$ cat config.mk
export PLATFORM = sky130hd
export DESIGN_NAME = vbd_ram
export DESIGN_NICKNAME = d
export VERILOG_FILES = /design/src/sv/vbd_ram.sv
export SDC_FILE = /design/constraint.sdc
export NUM_CORES = 1
export LEC_CHECK = 0
export BUFFER_PORTS_ARGS = -buffer_cell sky130_fd_sc_hd__buf_2
export CAP_MARGIN = 20
export CORE_AREA = 3 3 112 114
export DETAILED_ROUTE_END_ITERATION = 8
export DIE_AREA = 0 0 115 117
export PLACE_DENSITY = 0.62
export SYNTH_ARGS = -nofsm -noshare
export SYNTH_HDL_FRONTEND = slang
export SYNTH_SLANG_ARGS = --single-unit
export TNS_END_PERCENT = 100
$ cat constraint.sdc
create_clock -name clk -period 1.6 [get_ports clk]
set_input_delay 0.24 -clock clk [delete_from_list [all_inputs] [get_ports clk]]
set_output_delay 0.24 -clock clk [all_outputs]
set_load 0.1 [all_outputs]
$ cat src/sv/vbd_ram.sv
// ----------------------------------------------------------------------------
// vbd_ram
// Generic single-port-write, single-port-read RAM with registered read.
// ----------------------------------------------------------------------------
module vbd_ram #(
  parameter int WIDTH = 8,
  parameter int DEPTH = 16
) (
  input  logic                     clk,
  input  logic                     we,
  input  logic [$clog2(DEPTH)-1:0] waddr,
  input  logic [WIDTH-1:0]         wdata,
  input  logic                     re,
  input  logic [$clog2(DEPTH)-1:0] raddr,
  output logic [WIDTH-1:0]         rdata
);

  logic [WIDTH-1:0] mem [DEPTH];

  // Write port
  always_ff @(posedge clk) begin
    if (we) begin
      mem[waddr] <= wdata;
    end
  end

  // Registered read; a same-address write returns the old word
  always_ff @(posedge clk) begin
    if (re) begin
      rdata <= mem[raddr];
    end
  end

endmodule

==> results of run 1 <==
stage by stage:
step	instance area (sq um)	hold slack [ns]	total power, W	setup TNS (ns)
global route	6409	0.2174	0.009135	0
global placement	5751	0.6277	0.004622	-1.327
finish	6409	0.2197	0.008837	0
floorplan	5233	0.3389	0.004434	0
CTS	6409	0.2074	0.008906	0
detailed placement	5751	0.6411	0.004631	-1.384
sequential cells by signal, indices dropped and copies added, names as in the netlist:
name / count
mem: 128
rdata: 8
layer usage:
metal | vias to the layer above | wire [microns] | global-route usage (%)
met4 | 0 | 139 | 6.808
met3 | 8 | 610 | 4.010
met1 | 1225 | 4263 | 21.94
met5 | - | 0 | 0
li1 | 1112 | - | -
met2 | 82 | 4776 | 24.96
worst max-delay path by stage:
stage,from,to,slack [ns],cells after the start
3_5_place_dp,raddr[0],rdata[4],-0.21,6
2_1_floorplan,raddr[0],rdata[1],0.08,5
4_1_cts,rdata[6],rdata[6],0.1,1
6_report,mem[1][3],rdata[3],0.11,3
3_3_place_gp,raddr[0],rdata[4],-0.22,6
5_1_grt,mem[1][0],rdata[0],0.05,3
where the power goes:
group	internal, W	switching (W)	total, W
combinational	0.000179	0.000336	0.000514
sequential	0.00402	0.0000204	0.00404
clock	0.00291	0.00138	0.00429
Yosys cell counts (all sizes together):
| cell type | count |
|---|---|
| nor2 | 13 |
| nand3 | 1 |
| and2 | 1 |
| buf | 7 |
| nand2b | 2 |
| a22oi | 16 |
| clkdlybuf4s25 | 3 |
| nor2b | 1 |
| nand3b | 2 |
| nand2 | 9 |
| edfxtp | 136 |
| or3b | 1 |
| nor3 | 4 |
| mux4 | 32 |
| and2b | 1 |
kinds of logic (layout without fill, tap and decap cells):
logic type	count (synthesis)	in the layout	share of synthesized area, %
DFF	136	136	78.12
and+or+nand+nor	35	35	3.136
muxes	32	32	14.79
AOI/OAI and AO/OA	16	16	2.298
buffers and inverters	10	89	1.651
area by class of cell:
cell class | instances | share of cell area, %
tap | 143 | 2.792
clock buffer | 18 | 6.697
multi-input combinational | 83 | 16.58
timing repair buffer | 57 | 6.638
clock inverter | 14 | 3.573
sequential | 136 | 63.73
worst max-delay path: stages, from the launching register on:
cell	delay (ns)
edfxtp_1	0.35
mux4_1	0.51
a22oi_1	0.29
nand2_1	0.09
placed cells by master, fill, tap and decap left out:
cell	n
edfxtp_1	136
buf_2	26
buf_4	26
mux4_2	18
clkbuf_16	17
a22oi_1	16
mux4_1	14
nor2_1	13
nand2_1	9
bufinv_16	6
buf_12	5
clkinv_2	4
nor3_1	3
nand3b_1	2
nand2b_1	2
clkinv_4	2
nor2b_1	1
and2_1	1
and2b_1	1
nand3_1	1
or3b_2	1
nor3_2	1
clkinv_1	1
clkbuf_1	1
clkinvlp_4	1
==> flow_metrics.py, run 1 <==
metrics = {
    "placement": {
        "post-place-ws_ns": -0.2146,
        "io_buffers": 26,
        "gp_congestion": 0.7563,
        "place_inst": 419,
        "hpwlAfterDp_microns": 6550,
    },
    "synth": {
        "synthCells": 229,
        "synth_area_leaders": "edfxtp_1 78%, mux4_2 7.8%, mux4_1 7.0%",
        "synth_cell_types": 18,
        "yosysSeqAreaShare_pct": 78.12,
        "ys_ff_latch": 136,
        "syn_avg_cell_area_sq_um": 22.83,
        "synth_area_sq_um": 5228,
        "ys_warn_count": 0,
        "synth_top_area_share_pct": 78.12,
        "synth_area_leader_cell": "edfxtp_1",
        "synth.net_count": 248,
    },
    "worst_hold_path": {
        "hold_end": "mem[2][0]",
        "min_path_cells": 1,
        "hp-start": "wdata[0]",
        "hp-class": "primary input to flop",
    },
    "final_layout": {
        "fillers": 858,
        "drive_gt1_share_pct": 34.74,
        "final_cell_count_no_fill": 451,
        "n_antenna_cell": 0,
        "fin_util_pct": 55.65,
        "fin_nets": 314,
        "multiInputGateArea_sq_um": 1062,
        "final-seq-area_sq_um": 4084,
        "syn_to_final_growth_pct": 22.59,
    },
    "routing": {
        "postRouteAntennaNets": 0,
        "wl_microns": 9789,
        "vias": 2427,
        "via_per_inst": 5.381,
        "drt-initial-drc-count": 170,
        "route.detailed.drc": 0,
        "drtPass1Iterations": 4,
        "avgRoutedWirePerCell_microns": 21.71,
    },
    "floorplan": {
        "core_sq_um": 11520,
        "die_x_microns": 115,
        "rows": 39,
        "initial_core_util_pct": 45.39,
        "die_h_microns": 117,
        "die_area_sq_um": 13460,
        "io_pins": 27,
    },
    "sta": {
        "finClkSkew_ns": 0.004619,
        "worst_slew_pin_slew_ns": 0.7028,
        "drv_slew": 0,
        "rsz0062_at_grt": "false",
        "fin_crit_ns": 1.495,
        "max_slew_margin_pct": 53.05,
        "finalSetupViolations": 0,
        "setup_slack_ns": 0.1051,
        "final.period_utilization_pct": 93.43,
        "timing.final.hold_violations": 0,
        "timing.fmax_mhz": 668.9,
    },
    "cts": {
        "clockBufferDepth": 2,
        "cts-buffers-inserted": 17,
        "postCtsHoldBufs": 0,
        "insertion_delay_ns": 0.40,
        "cts_max_level": 4,
        "cts.reportedPaths.clkPinSlew_ns": 0.06,
        "cts_resized": 0,
        "cts_tree": "done",
        "root_buffer": "clkbuf_16",
        "postCtsSetupBuffers": 0,
        "clkSinkCount": 136,
    },
    "critical_path": {
        "required_ns": 1.75,
        "rr_startpoint": "mem[1][3]",
        "cp.arrival_ns": 1.65,
        "crit_path_end_kind": "flop",
        "reg2reg_to": "rdata[3]",
        "startpoint_type": "flop",
        "crit_fanout": 1,
        "worstSetupPathType": "flop to flop",
        "rrSetupSlack_ns": 0.11,
        "r2r_cells": 3,
    },
    "status": {
        "status": "completed",
    },
    "global_routing": {
        "grt_pass1_vias": 2541,
        "track_usage_pct": 16.06,
        "grt_max_degree": 18,
        "grt_pass1_wl_microns": 15100,
        "antenna_found_initial": 0,
        "gr-total-overflow": 0,
    },
    "power": {
        "p_per_area_nw_per_um2": 1379,
        "peakVddDrop_v": 0.0006068,
        "p_leak_nw": 2.217,
    },
    "flow_run": {
        "drv_cap": 0,
    },
}
Power figures use the tool's default switching activity.
==> run 2: changes to the inputs <==
PLACE_DENSITY = 0.7   (was 0.62)
==> flow_metrics.py, run 2 (same netlist as run 1, synthesis figures left out) <==
metrics = {
    "status": {
        "status": "completed",
    },
    "placement": {
        "place_inst": 413,
        "io_buffers": 26,
        "gp_congestion": 0.7329,
        "hpwlAfterDp_microns": 6560,
    },
    "cts": {
        "cts_tree": "done",
        "cts-buffers-inserted": 17,
        "clkSinkCount": 136,
        "postCtsSetupBuffers": 0,
        "cts.reportedPaths.clkPinSlew_ns": 0.05,
        "cts_max_level": 4,
        "cts_resized": 0,
        "insertion_delay_ns": 0.41,
        "clockBufferDepth": 2,
        "postCtsHoldBufs": 0,
        "root_buffer": "clkbuf_16",
    },
    "sta": {
        "worst_slew_pin_slew_ns": 0.7174,
        "fin_crit_ns": 1.512,
        "finalSetupViolations": 0,
        "rsz0062_at_grt": "false",
        "drv_slew": 0,
        "final.period_utilization_pct": 94.52,
        "timing.fmax_mhz": 661.2,
        "finClkSkew_ns": 0.01233,
        "max_slew_margin_pct": 52.00,
        "timing.final.hold_violations": 0,
    },
    "routing": {
        "vias": 2510,
        "drt-initial-drc-count": 211,
        "via_per_inst": 5.666,
        "postRouteAntennaNets": 0,
        "drtPass1Iterations": 4,
        "avgRoutedWirePerCell_microns": 22.64,
        "wl_microns": 10030,
        "route.detailed.drc": 0,
    },
    "critical_path": {
        "path_delay_family": "multiplexers",
        "crit_fanout": 1,
        "worstSetupPathType": "flop to flop",
        "critPathBufInv": 0,
        "slowest_stage": "mux4_1",
        "path_cells": "mux4_1 > a22oi_1 > nand2_1",
        "critPathMaxStageDelay_ns": 0.55,
        "cp.arrival_ns": 1.67,
        "required_ns": 1.76,
        "startpoint_type": "flop",
        "crit_path_end_kind": "flop",
    },
    "final_layout": {
        "final_cell_count_no_fill": 443,
        "final_cell_mix": "136 x edfxtp_1, 26 x buf_2, 22 x buf_4",
        "drive_gt1_share_pct": 30.33,
        "reg_top3": "mem: 128 flops, rdata: 8 flops",
        "n_antenna_cell": 0,
        "largest_register_ffs": 128,
        "regMostFlops": "mem",
        "fillers": 862,
        "fin_util_pct": 53.48,
        "layout_commonest_cell": "edfxtp_1",
        "fin_nets": 308,
        "syn_to_final_growth_pct": 17.81,
    },
    "floorplan": {
        "rows": 39,
        "die_x_microns": 115,
        "die_h_microns": 117,
        "io_pins": 27,
        "initial_core_util_pct": 45.39,
        "die_area_sq_um": 13460,
        "core_sq_um": 11520,
    },
    "global_routing": {
        "track_usage_pct": 16.45,
        "grt_pass1_vias": 2556,
        "grt_max_degree": 27,
        "grt_pass1_wl_microns": 15350,
        "gr-total-overflow": 0,
        "antenna_found_initial": 0,
    },
    "power": {
        "peakVddDrop_v": 0.0007779,
        "p_leak_nw": 2.090,
        "p_per_area_nw_per_um2": 1253,
    },
    "worst_hold_path": {
        "hp-class": "primary input to flop",
    },
    "flow_run": {
        "drv_cap": 0,
    },
}
==> run 2: area by class of cell <==
class                           count  area [sq um]  area share [%]
Sequential cell                   136          4084           66.31
Multi-Input combinational cell     83          1062           17.25
Clock buffer                       22         444.2           7.213
Timing Repair Buffer               51         355.3           5.770
Tap cell                          143         178.9           2.905
Clock inverter                      8         33.78          0.5486
==> run 2: power by group <==
group,internal [W],leakage (nW),switching [W],total [W]
clock,0.00192,0.235,0.00125,0.00317
sequential,0.00402,1.24,0.0000186,0.00404
combinational,0.000168,0.619,0.000337,0.000505
==> run 2: final timing paths <==
| check | depth (start not counted) | endpoint | slack (ns) | startpoint |
|---|---|---|---|---|
| worst min register to register | 3 | rdata[3] | 0.75 | mem[15][3] |
| worst min-delay path | 1 | rdata[4] | 0.20 | re |
| worst max-delay path | 3 | rdata[3] | 0.09 | mem[4][3] |
| worst max register to register | 3 | rdata[3] | 0.09 | mem[4][3] |
==> run 2: per-layer routing <==
layer / routed length [microns] / GRT usage, % / share of wire [%] / up-vias
met5: 0 / 0 / 0 / -
met1: 4269 / 23.16 / 43 / 1314
li1: - / - / - / 1100
met2: 5005 / 25.00 / 50 / 90
met3: 654 / 4.062 / 6.5 / 6
met4: 98 / 6.651 / 0.98 / 0
==> run 2: worst register-to-register path, stage by stage, from the launching register on <==
cell      delay, ns
edfxtp_1       0.38
mux4_1         0.55
a22oi_1        0.26
nand2_1        0.08
==> run 2: through the flow <==
step	hold WS [ns]	setup slack (ns)	power, W	area, sq um	setup TNS, ns
detailed placement	0.6199	-0.1926	0.004619	5680	-1.092
CTS	0.1886	0.07544	0.007783	6158	0
global route	0.1966	0.002377	0.007960	6158	0
finish	0.2017	0.08767	0.007713	6158	0
floorplan	0.3389	0.07759	0.004434	5233	0
global placement	0.6129	-0.1781	0.004603	5680	-0.9596
==> run 3: changes to the inputs <==
REMOVE_ABC_BUFFERS = 1   (was unset)
==> flow_metrics.py, run 3 (same netlist as run 1, synthesis figures left out) <==
metrics = {
    "critical_path": {
        "crit_path_end_kind": "flop",
        "critPathMaxStageDelay_ns": 0.49,
        "critPathBufInv": 0,
        "slowest_stage": "mux4_1",
        "crit_cells": 3,
        "worstSetupPathType": "flop to flop",
        "crit_fanout": 1,
        "cp.arrival_ns": 1.66,
        "path_cells": "mux4_1 > a22oi_1 > nand2_1",
        "startpoint_type": "flop",
        "required_ns": 1.75,
        "path_delay_family": "multiplexers",
        "r2r_cells": 3,
    },
    "status": {
        "status": "completed",
    },
    "sta": {
        "drv_slew": 0,
        "timing.fmax_mhz": 664.3,
        "rsz0062_at_grt": "false",
        "final.period_utilization_pct": 94.09,
        "fin_crit_ns": 1.505,
        "max_slew_margin_pct": 66.93,
        "hold_slack_ns": 0.2156,
        "finalSetupViolations": 0,
        "finClkSkew_ns": 0.005816,
        "worst_slew_pin_slew_ns": 0.4996,
        "timing.final.hold_violations": 0,
    },
    "power": {
        "peakVddDrop_v": 0.0007469,
        "p_per_area_nw_per_um2": 1373,
        "p_leak_nw": 2.147,
        "p_total_w": 0.008614,
    },
    "final_layout": {
        "final_area_sq_um": 6275,
        "n_antenna_cell": 0,
        "final_cell_mix": "136 x edfxtp_1, 26 x buf_2, 20 x buf_4",
        "largest_register_ffs": 128,
        "final-seq-area_sq_um": 4084,
        "multiInputGateArea_sq_um": 1057,
        "drive_gt1_share_pct": 31.44,
        "layout_commonest_cell": "edfxtp_1",
        "syn_to_final_growth_pct": 20.03,
        "regMostFlops": "mem",
        "reg_top3": "mem: 128 flops, rdata: 8 flops",
        "fin_nets": 306,
        "fillers": 866,
    },
    "cts": {
        "cts-buffers-inserted": 17,
        "cts_resized": 0,
        "clockBufferDepth": 2,
        "cts_max_level": 4,
        "root_buffer": "clkbuf_16",
        "cts_tree": "done",
        "insertion_delay_ns": 0.41,
        "postCtsHoldBufs": 0,
        "cts.reportedPaths.clkPinSlew_ns": 0.06,
        "postCtsSetupBuffers": 0,
        "clkSinkCount": 136,
    },
    "global_routing": {
        "antenna_found_initial": 0,
        "grt_pass1_wl_microns": 15690,
        "grt_pass1_vias": 2635,
        "grt_max_degree": 19,
        "gr-total-overflow": 0,
        "track_usage_pct": 16.64,
    },
    "worst_hold_path": {
        "min_path_cells": 1,
        "hp-class": "primary input to flop",
    },
    "floorplan": {
        "die_area_sq_um": 13460,
        "core_sq_um": 11520,
        "initial_core_util_pct": 45.39,
        "die_h_microns": 117,
        "die_x_microns": 115,
        "io_pins": 27,
        "rows": 39,
    },
    "routing": {
        "avgRoutedWirePerCell_microns": 23.43,
        "vias": 2491,
        "drt-initial-drc-count": 205,
        "postRouteAntennaNets": 0,
        "drtPass1Iterations": 4,
        "wl_microns": 10360,
        "via_per_inst": 5.636,
        "route.detailed.drc": 0,
    },
    "placement": {
        "io_buffers": 26,
        "hpwlAfterDp_microns": 6527,
        "post_dp_cell_area_sq_um": 5660,
        "gp_congestion": 0.7836,
    },
    "flow_run": {
        "drv_cap": 0,
    },
}
## run 3: path summary, 6_finish.rpt
kind / end / slack (ns) / startpoint
hold reg to reg: rdata[0] / 0.75 / mem[13][0]
setup reg to reg: rdata[0] / 0.09 / mem[2][0]
setup / recovery: rdata[0] / 0.09 / mem[2][0]
hold / removal: mem[13][5] / 0.22 / wdata[5]
## run 3: where the power goes
| part | internal [W] | switching (W) | total [W] |
|---|---|---|---|
| Combinational | 0.000167 | 0.000339 | 0.000506 |
| Clock | 0.00273 | 0.00135 | 0.00407 |
| Sequential | 0.00402 | 0.0000203 | 0.00404 |
## run 3: worst register-to-register path: stages (launching register included)
cell      delay (ns)
edfxtp_1        0.35
mux4_1          0.49
a22oi_1         0.31
nand2_1         0.09
## run 3: routing by layer
metal	routed length [microns]	global-route usage (%)
met5	0	0
met4	176	8.059
met3	800	4.730
met2	5111	25.77
met1	4267	21.90
## run 3: final cells by class
type                    count  area share [%]
flip-flops and latches    136           65.08
multi-input cells          83           16.85
clock buffers              19           6.899
repair buffers             49           5.424
clock inverters            12           2.891
well taps                 143           2.851
## run 3: stage by stage
stage | TNS (ns) | utilization [%] | cells | worst slack, ns
after floorplan | -1.063 | - | 219 | -0.1329
after global placement | -1.068 | 49.15 | 411 | -0.2535
after detailed placement | -1.177 | 49.15 | 411 | -0.2516
after CTS | 0 | 54.49 | 442 | 0.06152
after global routing | 0 | 54.49 | 442 | 0.02423
final | 0 | 54.49 | 442 | 0.09460
